## src/rtl/bsa_pkg.sv

```systemverilog
`timescale 1ns / 1ps
package bsa_pkg;

    // Request codes
    localparam logic [1:0] REQ_WRLEN = 2'd0;
    localparam logic [1:0] REQ_ACC   = 2'd1;
    localparam logic [1:0] REQ_READ  = 2'd2;

    // Configuration register indexes
    localparam logic [1:0] CFG_NUM_DOCS = 2'd0;
    localparam logic [1:0] CFG_AVG_LEN  = 2'd1;
    localparam logic [1:0] CFG_K1       = 2'd2;
    localparam logic [1:0] CFG_B        = 2'd3;

    // Log unit sizes
    localparam int LOG_IN_W   = 14;
    localparam int LOG_E_W    = 4;
    localparam int LOG_FRAC_W = 20;
    localparam int LOG_OUT_W  = LOG_E_W + LOG_FRAC_W;
    localparam int MANT_W     = 31;

    // Divider sizes
    localparam int DIV_NUM_W = 61;
    localparam int DIV_DEN_W = 54;

    // Datapath sizes
    localparam int IDF_W  = 20;
    localparam int WGT_W  = 21;
    localparam int CMAG_W = 26;
    localparam int NORM_W = 37;

    localparam logic [29:0] LN2_Q30 = 30'd744261118;

    typedef struct packed {
        logic [1:0]  req_type;
        logic [11:0] doc_id;
        logic [15:0] term_freq;
        logic [12:0] doc_freq;
        logic [15:0] doc_len;
    } bsa_req_t;

    typedef struct packed {
        logic [11:0]        doc_id_out;
        logic signed [31:0] score;
    } bsa_res_t;

    typedef struct packed {
        logic busy;
        logic done;
    } bsa_unit_sts_t;

    typedef enum logic [3:0] {
        ST_CLEAR,
        ST_IDLE,
        ST_RD_WAIT,
        ST_LOGN,
        ST_LOGD,
        ST_IDF,
        ST_LMUL,
        ST_LDIV,
        ST_KMUL0,
        ST_KMUL1,
        ST_WDIV,
        ST_CMUL,
        ST_UPD
    } bsa_state_t;

endpackage

```

## src/rtl/bsa_log2.sv

```systemverilog
`timescale 1ns / 1ps
module bsa_log2 (
    input  logic                           clk,
    input  logic                           rst_n,
    input  logic                           start,
    input  logic [bsa_pkg::LOG_IN_W-1:0]   x,
    output bsa_pkg::bsa_unit_sts_t         sts,
    output logic [bsa_pkg::LOG_OUT_W-1:0]  result
);
    import bsa_pkg::*;

    logic                    busy_reg;
    logic                    done_reg;
    logic [4:0]              cnt_reg;
    logic [MANT_W-1:0]       m_reg;
    logic [MANT_W-1:0]       m_next;
    logic [LOG_FRAC_W-1:0]   frac_reg;
    logic [LOG_E_W-1:0]      e_reg;
    logic [LOG_E_W-1:0]      e_calc;
    logic [LOG_IN_W-1:0]     x_eff;
    logic [MANT_W-1:0]       m_init;
    logic [2*MANT_W-1:0]     sq;
    logic [MANT_W:0]         sq_hi;
    logic                    frac_bit;

    // Find the leading one and normalize to Q1.30
    always_comb
    begin
        x_eff  = (x == '0) ? LOG_IN_W'(1) : x;
        e_calc = '0;
        for (int i = 0; i < LOG_IN_W; i++)
        begin
            if (x_eff[i])
            begin
                e_calc = LOG_E_W'(i);
            end
        end
        m_init = MANT_W'({x_eff, 30'b0} >> e_calc);
    end

    // Square the mantissa, halve when it reaches two
    always_comb
    begin
        sq       = m_reg * m_reg;
        sq_hi    = sq[2*MANT_W-1:30];
        frac_bit = sq_hi[MANT_W];
        m_next   = frac_bit ? sq_hi[MANT_W:1] : sq_hi[MANT_W-1:0];
    end

    // Control
    always_ff @(posedge clk or negedge rst_n)
    begin
        if (!rst_n)
        begin
            busy_reg <= 1'b0;
            done_reg <= 1'b0;
            cnt_reg  <= '0;
        end
        else
        begin
            done_reg <= 1'b0;
            if (start && !busy_reg)
            begin
                busy_reg <= 1'b1;
                cnt_reg  <= 5'(LOG_FRAC_W - 1);
            end
            else if (busy_reg)
            begin
                cnt_reg <= cnt_reg - 5'd1;
                if (cnt_reg == '0)
                begin
                    busy_reg <= 1'b0;
                    done_reg <= 1'b1;
                end
            end
        end
    end

    // Datapath
    always_ff @(posedge clk)
    begin
        if (start && !busy_reg)
        begin
            m_reg    <= m_init;
            e_reg    <= e_calc;
            frac_reg <= '0;
        end
        else if (busy_reg)
        begin
            m_reg             <= m_next;
            frac_reg[cnt_reg] <= frac_bit;
        end
    end

    assign sts.busy = busy_reg;
    assign sts.done = done_reg;
    assign result   = {e_reg, frac_reg};

endmodule

```

## config.mk

```make
export PLATFORM = sky130hd
export DESIGN_NAME = bsa_log2
export DESIGN_NICKNAME = d
export VERILOG_FILES = /design/src/rtl/bsa_pkg.sv /design/src/rtl/bsa_log2.sv
export SDC_FILE = /design/constraint.sdc
export NUM_CORES = 2
export LEC_CHECK = 0
export BUFFER_PORTS_ARGS = -buffer_cell sky130_fd_sc_hd__buf_2
export CAP_MARGIN = 30
export CORE_ASPECT_RATIO = 0.5
export CORE_MARGIN = 3
export CORE_UTILIZATION = 40
export CTS_BUF_LIST = sky130_fd_sc_hd__clkbuf_2 sky130_fd_sc_hd__clkbuf_4 sky130_fd_sc_hd__clkbuf_8
export DETAILED_ROUTE_END_ITERATION = 7
export HOLD_SLACK_MARGIN = 0.05
export PLACE_DENSITY = 0.6
export SETUP_SLACK_MARGIN = 0.1
export SLEW_MARGIN = 25
export SYNTH_ARGS = -nofsm -noshare
export SYNTH_HDL_FRONTEND = slang
export SYNTH_SLANG_ARGS = --single-unit
```

## constraint.sdc

```tcl
create_clock -name clk -period 7.5 [get_ports clk]
set_input_delay 0.75 -clock clk [delete_from_list [all_inputs] [get_ports clk]]
set_output_delay 0.75 -clock clk [all_outputs]
set_load 0.01 [all_outputs]
```

* Yosys cells after proc, flatten, opt, wreduce, memory -nomap -nowiden *
Index checks and enable logic that the tools add are counted.

cells by class
  add/sub/neg operators = 1
  multipliers = 1
  divide/modulo/power cells = 0
  $lt $le $gt $ge = 2
  equality and inequality tests = 0
  shift-type cells = 1
  mux-type cells = 28
  bitwise operators = 0
  reduce and logical (&&, ||, !) cells = 6

operators by type and width
  cell                                                               number
  2-to-1 mux 31 bit                                                  3
  multiplier 31 x 31 -> 62 bit                                       1
  2-to-1 mux 4 bit                                                   11
  right shift 44 x 4 -> 31 bit                                       1
  bitwise mux 20 bit                                                 1
  logical NOT 14 bit                                                 1
  2-to-1 mux 14 bit                                                  1
  2-to-1 mux 5 bit                                                   2
  2-to-1 mux 1 bit                                                   8
  less-than comparator 5 x 6 -> 1 bit, second input constant         1
  demux 1 bit (select 5 bit)                                         1
  greater-or-equal comparator 5 x 1 -> 1 bit, second input constant  1
  logical NOT 5 bit                                                  1
  subtractor 5 x 1 -> 5 bit, second input constant                   1
  logical AND 1 bit                                                  2
  2-to-1 mux 2 bit                                                   1
  nonzero test 2 bit                                                 1
  logical NOT 1 bit                                                  1

word-level totals
  bits in registers = 62
  bits in latches = 0
  memory bits (writable) = 0
  bits in read-only memories = 0
  input bits = 17
  output and inout port bits = 26
  word-level logic and storage cells = 45
  memories kept = 0

* Longest topological paths before layout *
  depth after elaboration = 17
  mapped depth = 32
  depth with buffers taken out = 27

* Worst setup path after synthesis *
OpenSTA, ideal clock, no wires.

  path kind = register to register
  start point = register m_reg[4]
  end point = register m_reg[21] (data pin)
  setup time = 0.268 ns
  data arrival time = 7.447 ns
  setup slack = -0.215 ns
  stages on the path, launching flop included = 26
  buffers on the path = 2
  clock period less this slack = 7.715 ns
  cell sequence = edfxtp_1 > clkbuf_1 > clkbuf_1 > nand2_1 > fa_1 > inv_1 > fa_1 > fa_1 > inv_1 > fa_1 > inv_1 > fa_1 > fa_1 > fa_1 > fa_1 > ha_1 > a21oi_1 > o21ai_1 > a21o_1 > a221oi_1 > o22ai_1 > or3_1 > nand2_1 > mux2_4 > o41ai_1 > a21oi_1

on the way
  word-level cells in the longest chain between the ends = 4

ends and longest elaborated chain
  element                       line            text
  start: declaration            bsa_log2.sv:15  logic [MANT_W-1:0] m_reg;
  start signal: assignment      bsa_log2.sv:84  m_reg <= m_init;
  start signal: assignment      bsa_log2.sv:90  m_reg <= m_next;
  multiplier 31 x 31 -> 62 bit  bsa_log2.sv:44  sq = m_reg * m_reg;
  2-to-1 mux 31 bit             bsa_log2.sv:47  m_next = frac_bit ? sq_hi[MANT_W:1] : sq_hi[MANT_W-1:0];
  2-to-1 mux 31 bit             bsa_log2.sv:88  else if (busy_reg)
  2-to-1 mux 31 bit             bsa_log2.sv:82  if (start && !busy_reg)

Every way passes these cells. The select of a mux whose other input is x is not followed.
A chain may end at the register's enable or synchronous reset.

* Worst setup path in the final report *
  start point = register m_reg[6]
  end point = register m_reg[17] (data pin)

The elaborated chain is that of the path after synthesis.

==> impl_metrics.json <==
{
  "status": "complete, but fails checks",
  "violations": "negative setup slack",
  "clock-sinks": 62,
  "min_path_type": "in2async",
  "root_buffer": "clkbuf_8",
  "clk_pin_slew_ns": 0.09,
  "first_iter_violations": 1213,
  "postRouteAntennaNets": 0,
  "endpoint_kind": "flip-flop",
  "grt_antenna_before_repair": 3,
  "grt_pass1_vias": 24700,
  "avgViaCountPerCell": 4.82,
  "die_h_um": 201,
  "ys_seq_elements": 62,
  "fin_skew_ns": 0.0159,
  "relSlewSlack": 0.509,
  "grt_max_degree": 52,
  "htreeDepth": 3,
  "syn-num-nets": 4305,
  "hold_viol_final": 0,
  "io_pins": 43,
  "place_ws_ns": -0.846,
  "final_util": 0.496,
  "cts_tree": "yes",
  "slowest_delay_ns": 0.56,
  "min_period_over_period": 1.04,
  "hold_slack_ns": 0.230,
  "dp_hpwl_mm": 68.8,
  "finalWirelength_mm": 81.5,
  "cp_max_fo": 15,
  "synthToLayoutAreaGrowth_pct": 21.0,
  "required_ns": 7.62,
  "crit_type": "reg2reg",
  "critical_path_arrival_ns": 7.95,
  "met3_usage": 0.0213,
  "grt_use_met1": 0.293,
  "rows": 70,
  "mostFrequentLayoutCell": "inv_1",
  "syn_area_mm2": 0.0304,
  "max_freq_ghz": 0.128,
  "synth_ff_type": "edfxtp_1",
  "grt_most_used_layer": "met2",
  "cp_slowest_cell": "fa_1",
  "start_util": 0.410,
  "met2_usage": 0.351,
  "setup_viol": 51,
  "vias": 22600,
  "final_nets": 4705,
  "final_cell_mix": "inv_1, fa_1, buf_4",
  "cts_buffer_depth": 2,
  "place_congestion": 0.905,
  "yosysUniqueCellTypes": 79,
  "synth-edff-count": 35,
  "dieArea_mm2": 0.0795,
  "fp.dieW_um": 396,
  "fin_ws_ns": -0.331,
  "drive_above_1_share": 0.211,
  "ys_async_sr_fraction": 0.113,
  "drt_pass1_iterations": 5,
  "overflow": 0,
  "ys_seq_area_frac": 0.0536,
  "grt_pass1_wl_mm": 132,
  "drc": 0,
  "r2r_cells": 28,
  "clk_latency_ns": 0.34,
  "crit_top_cell": "fa_1",
  "design.core.area_mm2": 0.0741,
  "io_buffers": 42,
  "largest_reg_flops": 31,
  "hold_buffers": 0,
  "tightest_slew_ns": 0.731,
  "synth_cells": 3266,
  "rsz0062_at_grt": "yes",
  "syn-mean-instance-area_um2": 9.30,
  "drv_slew": 0,
  "drv_cap": 0,
  "fin_crit_ns": 7.83,
  "cp-start-kind": "flip-flop",
  "wire_per_inst_um": 17.4,
  "yosysWarnings": 0,
  "cts_buffers": 9,
  "track_usage": 0.209
}
through the flow:
| step | instance area (um2) | TNS (ns) | cells |
|---|---|---|---|
| 2_1_floorplan | 30500 | 0 | 3266 |
| 3_3_place_gp | 34800 | -25.40 | 4601 |
| 3_5_place_dp | 34800 | -25.88 | 4601 |
| 4_1_cts | 35900 | -6.15 | 4645 |
| 5_1_grt | 36700 | -16.99 | 4679 |
| 6_report | 36700 | -6.41 | 4681 |
routing by layer:
layer  wire length [um]  share of wire
met5                  0              0
met4               1760          0.022
met3               4200          0.052
met2              39300           0.48
met1              36300           0.45
cell usage after synthesis, drive strengths merged, types with 30 or more instances:
master,n,area share
fa,747,0.49
nor2,132,0.016
edfxtp,35,0.035
xnor2,31,0.0089
o21ai,51,0.0084
nor3,30,0.0054
a21oi,88,0.015
and2,188,0.039
a211oi,32,0.012
ha,275,0.11
clkbuf,108,0.013
nand2,345,0.043
inv,928,0.11
cell families (layout without fill, tap and decap cells):
kind of cell | after synthesis | after routing | synth area share
multiplexers | 22 | 22 | 0.00750
AO/OA/AOI/OAI | 276 | 276 | 0.0651
XOR/XNOR | 55 | 55 | 0.0159
buffers and inverters | 1053 | 1458 | 0.132
adder cells (fa/ha/maj) | 1022 | 1022 | 0.606
flip-flops | 62 | 62 | 0.0536
AND/OR/NAND/NOR | 776 | 776 | 0.121
other | 0 | 2 | 0
timing repair:
item,4_1_cts,5_1_grt
hold endpoints to repair,0,0
endpoints found under the setup margin,51,51
gates resized for setup,118,136
gates cloned,2,3
setup buffers,26,31
pin swaps,91,147
critical path, delay by kind of cell, from the launching register on:
family / cells / cell delay (ns)
flops: 1 / 0.45
buf+inv: 8 / 0.86
compound gates: 5 / 1.10
mux: 1 / 0.13
fa+ha+maj: 9 / 4.20
simple gates: 5 / 0.86
worst paths after layout:
path,from,end,slack [ns]
max,m_reg[6],m_reg[17],-0.33
min,rst_n,done_reg,0.23
max reg2reg,m_reg[6],m_reg[17],-0.33
min reg2reg,frac_reg[5],frac_reg[5],0.53
max in group asynchronous,rst_n,cnt_reg[2],7.10
min in group clk,frac_reg[5],frac_reg[5],0.53
cell type report:
type	instances	area, um2
Multi-Input combinational cell	2151	25700
Antenna cell	2	5.00
Inverter	929	3500
Clock inverter	6	67.6
Timing Repair Buffer	513	4440
Sequential cell	62	1630
Fill cell	6858	37300
Tap cell	1008	1260
Clock buffer	10	131
Power is not shown: default switching activity piles up to over one toggle a cycle in this logic, so the estimate is an artifact.
