<file path="config.mk">
export PLATFORM = sky130hd
export DESIGN_NAME = bsa_div
export DESIGN_NICKNAME = d
export VERILOG_FILES = /design/src/rtl/bsa_pkg.sv /design/src/rtl/bsa_div.sv
export SDC_FILE = /design/constraint.sdc
export NUM_CORES = 1
export LEC_CHECK = 0
export ABC_AREA = 1
export BUFFER_PORTS_ARGS = -buffer_cell sky130_fd_sc_hd__buf_2
export CAP_MARGIN = 5
export CORE_MARGIN = 2
export CORE_UTILIZATION = 47
export DETAILED_ROUTE_END_ITERATION = 7
export PLACE_DENSITY = 0.66
export REMOVE_ABC_BUFFERS = 1
export SETUP_SLACK_MARGIN = 0.2
export SLEW_MARGIN = 25
export SYNTH_ARGS = -nofsm -noshare
export SYNTH_HDL_FRONTEND = slang
export SYNTH_SLANG_ARGS = --single-unit
</file>
<file path="constraint.sdc">
create_clock -name clk -period 5.1 [get_ports clk]
set_input_delay 0.51 -clock clk [delete_from_list [all_inputs] [get_ports clk]]
set_output_delay 0.51 -clock clk [all_outputs]
set_load 0.02 [all_outputs]
</file>
<file path="src/rtl/bsa_pkg.sv">
`timescale 1ns / 1ps
package bsa_pkg;

    // Request codes
    localparam logic [1:0] REQ_WRLEN = 2'd0;
    localparam logic [1:0] REQ_ACC   = 2'd1;
    localparam logic [1:0] REQ_READ  = 2'd2;

    // Configuration register indexes
    localparam logic [1:0] CFG_NUM_DOCS = 2'd0;
    localparam logic [1:0] CFG_AVG_LEN  = 2'd1;
    localparam logic [1:0] CFG_K1       = 2'd2;
    localparam logic [1:0] CFG_B        = 2'd3;

    // Log unit sizes
    localparam int LOG_IN_W   = 14;
    localparam int LOG_E_W    = 4;
    localparam int LOG_FRAC_W = 20;
    localparam int LOG_OUT_W  = LOG_E_W + LOG_FRAC_W;
    localparam int MANT_W     = 31;

    // Divider sizes
    localparam int DIV_NUM_W = 61;
    localparam int DIV_DEN_W = 54;

    // Datapath sizes
    localparam int IDF_W  = 20;
    localparam int WGT_W  = 21;
    localparam int CMAG_W = 26;
    localparam int NORM_W = 37;

    localparam logic [29:0] LN2_Q30 = 30'd744261118;

    typedef struct packed {
        logic [1:0]  req_type;
        logic [11:0] doc_id;
        logic [15:0] term_freq;
        logic [12:0] doc_freq;
        logic [15:0] doc_len;
    } bsa_req_t;

    typedef struct packed {
        logic [11:0]        doc_id_out;
        logic signed [31:0] score;
    } bsa_res_t;

    typedef struct packed {
        logic busy;
        logic done;
    } bsa_unit_sts_t;

    typedef enum logic [3:0] {
        ST_CLEAR,
        ST_IDLE,
        ST_RD_WAIT,
        ST_LOGN,
        ST_LOGD,
        ST_IDF,
        ST_LMUL,
        ST_LDIV,
        ST_KMUL0,
        ST_KMUL1,
        ST_WDIV,
        ST_CMUL,
        ST_UPD
    } bsa_state_t;

endpackage

</file>
<file path="src/rtl/bsa_div.sv">
`timescale 1ns / 1ps
module bsa_div (
    input  logic                          clk,
    input  logic                          rst_n,
    input  logic                          start,
    input  logic [bsa_pkg::DIV_NUM_W-1:0] num,
    input  logic [bsa_pkg::DIV_DEN_W-1:0] den,
    output bsa_pkg::bsa_unit_sts_t        sts,
    output logic [bsa_pkg::DIV_NUM_W-1:0] quot
);
    import bsa_pkg::*;

    localparam int CNT_W = $clog2(DIV_NUM_W);

    logic                 busy_reg;
    logic                 done_reg;
    logic [CNT_W-1:0]     cnt_reg;
    logic [DIV_DEN_W-1:0] rem_reg;
    logic [DIV_DEN_W-1:0] den_reg;
    logic [DIV_NUM_W-1:0] num_reg;
    logic [DIV_NUM_W-1:0] q_reg;
    logic [DIV_DEN_W:0]   trial;
    logic [DIV_DEN_W:0]   diff;
    logic                 q_bit;

    // One restoring step
    always_comb
    begin
        trial = {rem_reg, num_reg[DIV_NUM_W-1]};
        diff  = trial - {1'b0, den_reg};
        q_bit = (trial >= {1'b0, den_reg});
    end

    // Control
    always_ff @(posedge clk or negedge rst_n)
    begin
        if (!rst_n)
        begin
            busy_reg <= 1'b0;
            done_reg <= 1'b0;
            cnt_reg  <= '0;
        end
        else
        begin
            done_reg <= 1'b0;
            if (start && !busy_reg)
            begin
                busy_reg <= 1'b1;
                cnt_reg  <= CNT_W'(DIV_NUM_W - 1);
            end
            else if (busy_reg)
            begin
                cnt_reg <= cnt_reg - CNT_W'(1);
                if (cnt_reg == '0)
                begin
                    busy_reg <= 1'b0;
                    done_reg <= 1'b1;
                end
            end
        end
    end

    // Datapath
    always_ff @(posedge clk)
    begin
        if (start && !busy_reg)
        begin
            rem_reg <= '0;
            den_reg <= den;
            num_reg <= num;
            q_reg   <= '0;
        end
        else if (busy_reg)
        begin
            rem_reg <= q_bit ? diff[DIV_DEN_W-1:0] : trial[DIV_DEN_W-1:0];
            num_reg <= {num_reg[DIV_NUM_W-2:0], 1'b0};
            q_reg   <= {q_reg[DIV_NUM_W-2:0], q_bit};
        end
    end

    assign sts.busy = busy_reg;
    assign sts.done = done_reg;
    assign quot     = q_reg;

endmodule

</file>
---- Word level (Yosys, flattened, before mapping) ----
Cells that the tools add are included.
word-level totals
  register bits ........................... 238
  output and inout port bits .............. 63
cells by class
  $add $sub $neg .......................... 2
  order comparisons ....................... 1
  mux-type cells .......................... 11
  reductions and logical operators ........ 4
operator list
  cell                   number
  $mux W61               2
  $ge A55 B54 Y1         1
  $mux W54               1
  $sub A54 B54 Y54       1
  $mux W6                2
  $logic_not A6 Y1       1
  $mux W1                6
  $sub A6 B1 Y6 const B  1
  $reduce_bool A2 Y1     1
  $logic_and A1 B1 Y1    1
  $logic_not A1 Y1       1

---- Logic depth before layout (Yosys ltp) ----
Gate-level depths: netlist (run 1).
  depth in word-level cells ............... 4
  gate-level depth with buffers ........... 18
  gate-level depth less buffers ........... 17

---- Worst setup path after synthesis (run 1) ----
Ideal clock, no wire load.
  kind .................................... input to register
  start ................................... in start
  end ..................................... reg den_reg[0] (enable)
  setup time .............................. 439 ps
  arrival time ............................ 2628 ps
  path slack .............................. 2033 ps
  cell stages on the path ................. 4
  buffers on the path ..................... 2
  path through ............................ inv_1 -> nor2_1 -> clkbuf_1 -> clkbuf_1
on the way
  cells in the longest elaborated chain, start to end .. 1
ends and longest elaborated chain
  element                 RTL line       text
  start: declaration      bsa_div.sv:5   input logic start,
  $logic_and A1 B1 Y1     bsa_div.sv:66  if (start && !busy_reg)
  end signal: assignment  bsa_div.sv:69  den_reg <= den;
  end: declaration        bsa_div.sv:19  logic [DIV_DEN_W-1:0] den_reg;
Every way passes these cells.
A chain may end at the register's enable or synchronous reset.

---- Worst setup path after layout (run 1) ----
  start ................................... reg den_reg[2]
  end ..................................... reg rem_reg[53]
on the way
  cells in the longest elaborated chain, start to end .. 2
ends and longest elaborated chain
  element                                                    RTL line                      text
  $sub A54 B54 Y54 / $ge A55 B54 Y1 (equally long branches)  bsa_div.sv:30, bsa_div.sv:31
  $mux W54 (*)                                               bsa_div.sv:75                 rem_reg <= q_bit ? diff[DIV_DEN_W-1:0] : trial[DIV_DEN_W-1:0];
  end signal: assignment                                     bsa_div.sv:75
  end: declaration                                           bsa_div.sv:18                 logic [DIV_DEN_W-1:0] rem_reg;
Every way passes the cells marked *; elsewhere a longest branch is shown, timed or not.

==> results.md, run 1 <==
- Clock Latency Late Sink: 0.57 ns
- Routed WL: 40,400 um
- Worst EP arrival: 3.87 ns
- CP max FO: 36
- Setup_tns: 0 ns
- Final setup viols: 0
- Horiz. Die Dim: 176 um
- Clock sinks: 238
- Syn Area/Cell: 6.87 um2
- Commonest non-fill, non-tap cell in the layout: nand2_1
- Global Route met3 Usage: 0.0504
- Power Total: 10.5 mW
- Initial Utilization: 0.475
- Post-synthesis mux area share: 0
- Gr busiest metal: met2
- Rel. slew slack: 0.330
- Fill cells: 2,977
- Clock skew: 0.0303 ns
- Fraction of layout cells with a size suffix above 1: 0.116
- Largest net degree at the start of global routing: 82
- Post-layout util: 0.547
- Tightest Hold Check Type: input port to flip-flop
- Die Y: 176 um
- F_max: 298 MHz
- DR vias: 12.7k
- Final-report hold violation count: 0
- Critical path endpoint category: flip-flop
- Yosys reg bits: 238
- Hold WS: 0.107 ns
- # DRC: 0
- Top post-synthesis cells by area: edfxtp_1, nand2_1, dfxtp_1
- Worst IR Drop VDD: 0.477 mV
- Worst slack, placed: 1.74 ns
- Yosys top cell area share: 0.247
- CP Data Required Time: 5.62 ns
- DR WL/cell: 15.5 um
- CTS Buf Count: 27
- Vias/cell: 4.87
- Pleak: 8.92 nW
- Dpl hpwl: 30,800 um
- Cts hold-fix bufs: 1
- Vias in the first global route: 12.1k
- # rows: 63
- First drt pass iteration count: 5
- Sequential fraction of the synthesis area: 0.427
- Iter 0 DRT Violations: 844
- Nets: 2,370
- Port Buffers: 180
- Initial antenna violation count: 3
- IO Pins: 181
- Area Overhead vs Synth: 15.1%
- Met2 Use GR: 0.414
- Tot GR Track Use: 0.259
- Met1 Use GR: 0.360
- Post-synthesis adder-cell area fraction: 0.0507
- Fin. max-slew vios: 0
- Max Cap Viol: 0
- Mapped Area: 14,000 um2
- Status: complete, no violations
- Number of synthesized flops with an enable pin: 115
- CTS tree: yes
- Postcts setup bufs: 0
- Most frequent cells in the layout: nand2_1, inv_1, buf_2
- RSZ-0062 raised after global routing: false
- Kind of critical path: flip-flop to flip-flop
- Post-cts resize count: 0
- Power Dens Cells: 655 nW/um2
- Post-Synth Simple-Gate Area: 0.323
- Clk buf depth: 3
- H-Tree Level Count: 1
- Post-layout min period: 3.35 ns
- Die area: 31,100 um2
- Root buffer cell: clkbuf_16
- Slew @ Worst Pin: 1.00 ns
- Main combinational cell family by area after synthesis: simple AND/OR/NAND/NOR gates
- Final cycle utilization of the critical path: 0.657
- Ys Warns: 0
- CP startpoint kind: flip-flop
- Routability cong.: 0.970
- Mapped Cells: 2,032
- Global-route wire length before repair: 63,800 um
- Most used DFF post-synth: edfxtp_1
- Final worst slack: 1.75 ns
- CORE AREA: 29,400 um2
- Grt total ovfl: 0
- Antenna-violating nets left: 0
- Ys async rst share: 0.0336
- Post-Synth XOR/XNOR Area: 0.0151
- Leading area contributor after synthesis: edfxtp_1
- Count of cell types in the netlist: 37
- Compound-Gate Fraction of Synth Area: 0.0549
- Worst-path clk slew: 0.06 ns
-- worst max-delay path: stages (launching register included) --
cell and delay (ns):
edfxtp_1 0.32, inv_1 0.04, ha_1 0.48, nand2_1 0.09, nand2_1 0.10, inv_1 0.05
nand2_2 0.11, nand2_1 0.06, nand2_1 0.14, nand2_1 0.09, nand3_2 0.15, nand3b_4 0.42
nand2_4 0.51, nand2_2 0.43, nand2_1 0.20, nand2_1 0.08, nand2_1 0.05
-- report_power, final --
group	leakage, nW	switching, mW	total, mW	internal (mW)
clock	0.443	0.812	1.91	1.10
combinational	6.23	3.57	5.39	1.82
sequential	2.25	0.363	3.22	2.86
total	8.92	4.75	10.5	5.78
-- path summary, 6_finish.rpt --
path | end | start | cells after the start | slack [ns]
worst min register to register | done_reg | cnt_reg[5] | 1 | 0.45
worst min-delay path | den_reg[5] | den[5] | 1 | 0.11
min in group asynchronous | cnt_reg[4] | rst_n | 2 | 0.36
worst max register to register | rem_reg[53] | den_reg[2] | 16 | 1.75
worst max-delay path | rem_reg[53] | den_reg[2] | 16 | 1.75
max in group asynchronous | busy_reg | rst_n | 2 | 4.55
-- metal layers --
layer | part of all wire | vias to the layer above
li1 | - | 6580
met5 | 0.00059 | -
met4 | 0.028 | 4
met2 | 0.44 | 375
met3 | 0.070 | 54
met1 | 0.46 | 5688
-- stage by stage --
step	std cells	cell area, um2
6_report	2608	16100
5_1_grt	2607	16100
4_1_cts	2607	16100
3_5_place_dp	2556	15200
3_3_place_gp	2556	15200
2_1_floorplan	1979	13700
-- cell usage after synthesis (8+ instances only) --
| library cell | instances |
|---|---|
| clkbuf_1 | 36 |
| a21oi_1 | 33 |
| nand2_1 | 821 |
| nand4_1 | 16 |
| nor2_1 | 101 |
| nand3_1 | 132 |
| dfxtp_1 | 115 |
| xnor2_1 | 23 |
| o22ai_1 | 61 |
| edfxtp_1 | 115 |
| inv_1 | 409 |
| ha_1 | 55 |
| nor3_1 | 10 |
| o21ai_1 | 19 |
| dfrtp_1 | 8 |
| o21ai_0 | 17 |
-- cell type report --
cell class | instances | area [um2] | share of cell area
Multi-Input combinational cell | 1324 | 6200 | 0.386
Sequential cell | 238 | 5960 | 0.371
Inverter | 417 | 1570 | 0.0976
Timing Repair Buffer | 188 | 976 | 0.0607
Clock buffer | 39 | 803 | 0.0500
Tap cell | 390 | 488 | 0.0304
Clock inverter | 11 | 78.8 | 0.00491
Antenna cell | 1 | 2.50 | 0.000156
-- cells by family after synthesis --
kind of cell | Yosys count
AO/OA/AOI/OAI | 135
flip-flops | 238
adder cells (fa/ha/maj) | 56
AND/OR/NAND/NOR | 1109
XOR/XNOR | 24
buffers and inverters | 470
No activity file was read; power rests on OpenSTA's default activity.
==> run 2, diff against run 1 <==
--- a/config.mk
+++ b/config.mk
@@ -5,13 +5,13 @@
 export SDC_FILE = /design/constraint.sdc
 export NUM_CORES = 1
 export LEC_CHECK = 0
-export ABC_AREA = 1
+export ABC_AREA = 0
 export BUFFER_PORTS_ARGS = -buffer_cell sky130_fd_sc_hd__buf_2
 export CAP_MARGIN = 5
 export CORE_MARGIN = 2
 export CORE_UTILIZATION = 47
 export DETAILED_ROUTE_END_ITERATION = 7
-export PLACE_DENSITY = 0.66
+export PLACE_DENSITY = 0.67
 export REMOVE_ABC_BUFFERS = 1
 export SETUP_SLACK_MARGIN = 0.2
 export SLEW_MARGIN = 25
==> constraint.sdc (replaced) <==
create_clock -name clk -period 3.2 [get_ports clk]
set_input_delay 0.32 -clock clk [delete_from_list [all_inputs] [get_ports clk]]
set_output_delay 0.32 -clock clk [all_outputs]
set_load 0.02 [all_outputs]
==> run 2 against run 1 <==
Net effect:
- sequential share of layout area decreased by 0.064 points
- synthesized cell count decreased by 39%
- register-to-register slack got worse by 1.7 ns
- first-iteration DRC count decreased by 32%
- combinational power increased by 58%
- clock skew decreased by 0.011 ns
- critical path depth decreased by 4
- non-clock buffer count increased by 142
- maximum frequency increased by 6.6%
- worst setup slack got worse by 1.7 ns
- utilization increased by 8.9 points
- largest power group unchanged
==> results.md, run 2 <==
- Status: complete, no violations (unchanged)
- Clock skew: 0.0189 ns (was 0.0303 ns)
- Mapped Cells: 1,235 (was 2,032)
- Worst IR Drop VDD: 0.636 mV (was 0.477 mV)
- Leading area contributor after synthesis: edfxtp_1 (unchanged)
- Most used DFF post-synth: edfxtp_1 (unchanged)
- Global Route met3 Usage: 0.0577 (was 0.0504)
- Count of cell types in the netlist: 67 (was 37)
- CP max FO: 4 (was 36)
- Routability cong.: 0.896 (was 0.970)
- Fin. max-slew vios: 0 (unchanged)
- Syn Area/Cell: 9.87 um2 (was 6.87 um2)
- Tot GR Track Use: 0.215 (was 0.259)
- Tightest Hold Check Type: input port to flip-flop (unchanged)
- Final setup viols: 0 (unchanged)
- Met2 Use GR: 0.354 (was 0.414)
- Fill cells: 2,069 (was 2,977)
- Ant diodes: 0 (was 1)
- Hold WS: 0.0691 ns (was 0.107 ns)
- RSZ-0062 raised after global routing: true (was false)
- Clock sinks: 238 (unchanged)
- Critical path endpoint category: flip-flop (unchanged)
- Worst EP arrival: 3.58 ns (was 3.87 ns)
- DR WL/cell: 16.1 um (was 15.5 um)
- Yosys top cell area share: 0.283 (was 0.247)
- Area Overhead vs Synth: 32.1% (was 15.1%)
- Die area: 27,200 um2 (was 31,100 um2)
- CTS tree: yes (unchanged)
- Grt total ovfl: 0 (unchanged)
- Final cycle utilization of the critical path: 0.983 (was 0.657)
- Met1 Use GR: 0.280 (was 0.360)
- Vias in the first global route: 10.0k (was 12.1k)
- Port Buffers: 180 (unchanged)
- Clk buf depth: 3 (unchanged)
- Power Dens Cells: 1050 nW/um2 (was 655 nW/um2)
- Commonest non-fill, non-tap cell in the layout: nand2_1 (unchanged)
- Top post-synthesis cells by area: edfxtp_1, dfxtp_1, nand2_1 (was edfxtp_1, nand2_1, dfxtp_1)
- Post-synth top cells: nand2_1, o21ai_0, dfxtp_1, edfxtp_1, inv_1 (was nand2_1, inv_1, nand3_1)
- Min-Delay Startpoint: num[41] (was den[5])
- RR Endpoint: rem_reg[53] (unchanged)
- DR vias: 10.1k (was 12.7k)
- Sequential fraction of the synthesis area: 0.489 (was 0.427)
- F_max: 318 MHz (was 298 MHz)
- Pleak: 6.95 nW (was 8.92 nW)
- CP startpoint kind: flip-flop (unchanged)
- # rows: 58 (was 63)
- Initial Utilization: 0.481 (was 0.475)
- Power Total: 16.9 mW (was 10.5 mW)
- Antenna-violating nets left: 0 (unchanged)
- Largest net degree at the start of global routing: 70 (was 82)
- Global-route wire length before repair: 48,000 um (was 63,800 um)
- # DRC: 0 (unchanged)
- Kind of critical path: flip-flop to flip-flop (unchanged)
- Hold path cells: 2 (was 1)
- Initial antenna violation count: 2 (was 3)
- Die Y: 165 um (was 176 um)
- Max Cap Viol: 0 (unchanged)
- R2r worst-path depth: 12 (was 16)
- Gr busiest metal: met2 (unchanged)
- Slew @ Worst Pin: 0.719 ns (was 1.00 ns)
- Worst-path clk slew: 0.07 ns (was 0.06 ns)
- Root buffer cell: clkbuf_16 (unchanged)
- Rel. slew slack: 0.520 (was 0.330)
- Clock Latency Late Sink: 0.55 ns (was 0.57 ns)
- IO Pins: 181 (unchanged)
- Vias/cell: 5.41 (was 4.87)
- H-Tree Level Count: 1 (unchanged)
- Ys Warns: 0 (unchanged)
- Nets: 1,693 (was 2,370)
- Fraction of layout cells with a size suffix above 1: 0.314 (was 0.116)
- Ys async rst share: 0.0336 (unchanged)
- Reg-to-reg startpoint: den_reg[7] (was den_reg[2])
- Iter 0 DRT Violations: 576 (was 844)
- Routed WL: 30,200 um (was 40,400 um)
- Final-report hold violation count: 0 (unchanged)
- Most common cell in the netlist: nand2_1 (unchanged)
- CP Data Required Time: 3.64 ns (was 5.62 ns)
- Final worst slack: 0.0553 ns (was 1.75 ns)
- Horiz. Die Dim: 165 um (was 176 um)
- First drt pass iteration count: 6 (was 5)
- Most frequent cells in the layout: nand2_1, buf_2, o21ai_0, edfxtp_1, dfxtp_1 (was nand2_1, inv_1, buf_2)
- Worst R2R Setup Slack: 0.06 ns (was 1.75 ns)
- Yosys reg bits: 238 (unchanged)
- Non-filler cells, final: 1,869 (was 2,608)
- CTS Buf Count: 26 (was 27)
- CORE AREA: 25,300 um2 (was 29,400 um2)
- Post-layout min period: 3.14 ns (was 3.35 ns)
- Placed instance count: 1,726 (was 2,556)
- Dpl hpwl: 19,900 um (was 30,800 um)
- Number of synthesized flops with an enable pin: 115 (unchanged)
- Hold endpoint: num_reg[41] (was den_reg[5])
- Mapped Area: 12,200 um2 (was 14,000 um2)
- Worst slack, placed: -0.199 ns (was 1.74 ns)
-- run 2: report_power, final --
group          internal, mW  leakage, nW  switching [mW]  total (mW)
combinational          4.13         4.27            4.38        8.51
clock                  1.77        0.428            1.30        3.08
sequential             4.50         2.25           0.765        5.26
total                  10.4         6.95            6.45        16.9
-- run 2: routing by layer --
| layer | wire [um] | up-vias |
|---|---|---|
| met4 | 760 | 4 |
| li1 | - | 5004 |
| met2 | 14000 | 306 |
| met1 | 13200 | 4731 |
| met3 | 2230 | 73 |
| met5 | 27 | - |
-- run 2: worst max path at each step --
stage / cells past startpoint / from / end / slack [ns]
5_1_grt: 13 / den_reg[20] / rem_reg[53] / -0.09
3_3_place_gp: 14 / num_reg[60] / rem_reg[52] / -0.15
2_1_floorplan: 2 / busy_reg / num_reg[10] / -4.04
3_5_place_dp: 14 / num_reg[60] / rem_reg[52] / -0.20
6_report: 12 / den_reg[7] / rem_reg[53] / 0.06
4_1_cts: 14 / num_reg[60] / rem_reg[44] / 0.03
-- run 2: cells by family (layout without fill, tap and decap cells) --
logic type                 after synthesis  count (layout)  synth area share
muxes                                  102             102            0.0901
buffers and inverters                  142             446            0.0457
and+or+nand+nor                        322             322             0.115
xor gates and xnor gates                49              49            0.0352
DFF                                    238             238             0.489
AOI/OAI and AO/OA                      326             326             0.167
adders and majority gates               56              56            0.0581
-- run 2: cell type report --
| cell class | instances | area, um2 | share of cell area |
|---|---|---|---|
| clock buffers | 30 | 708 | 0.0440 |
| clock inverters | 18 | 183 | 0.0113 |
| inverters | 68 | 255 | 0.0159 |
| multi-input cells | 855 | 6220 | 0.386 |
| flip-flops and latches | 238 | 5960 | 0.370 |
| well taps | 330 | 413 | 0.0256 |
| repair buffers | 330 | 2370 | 0.147 |
-- run 2: per-stage QoR --
step	TNS (ns)	cell area, um2	util
global placement	-0.448	13700	0.541
floorplan	-727.70	11900	-
finish	0	16100	0.636
detailed placement	-0.734	13700	0.541
global route	-0.184	16100	0.636
CTS	0	15600	0.616
-- run 2: critical path, cell delays in order, from the launching register on --
cell,delay (ns)
edfxtp_1,0.39
inv_2,0.08
ha_4,0.20
a21o_1,0.17
a221o_1,0.35
a2111o_1,0.38
a31o_1,0.24
a211oi_4,0.30
nor2_2,0.09
a2111o_1,0.38
a31oi_2,0.19
xor2_1,0.19
a211oi_2,0.08
-- run 2: repair_timing --
item / 4_1_cts / 5_1_grt
resized for setup: 42 / 100
setup buffers: 28 / 9
hold buffers: 55 / 0
hold endpoints to repair: 62 / 0
endpoints found under the setup margin: 54 / 55
cloned: 3 / 0
pin swaps: 32 / 32
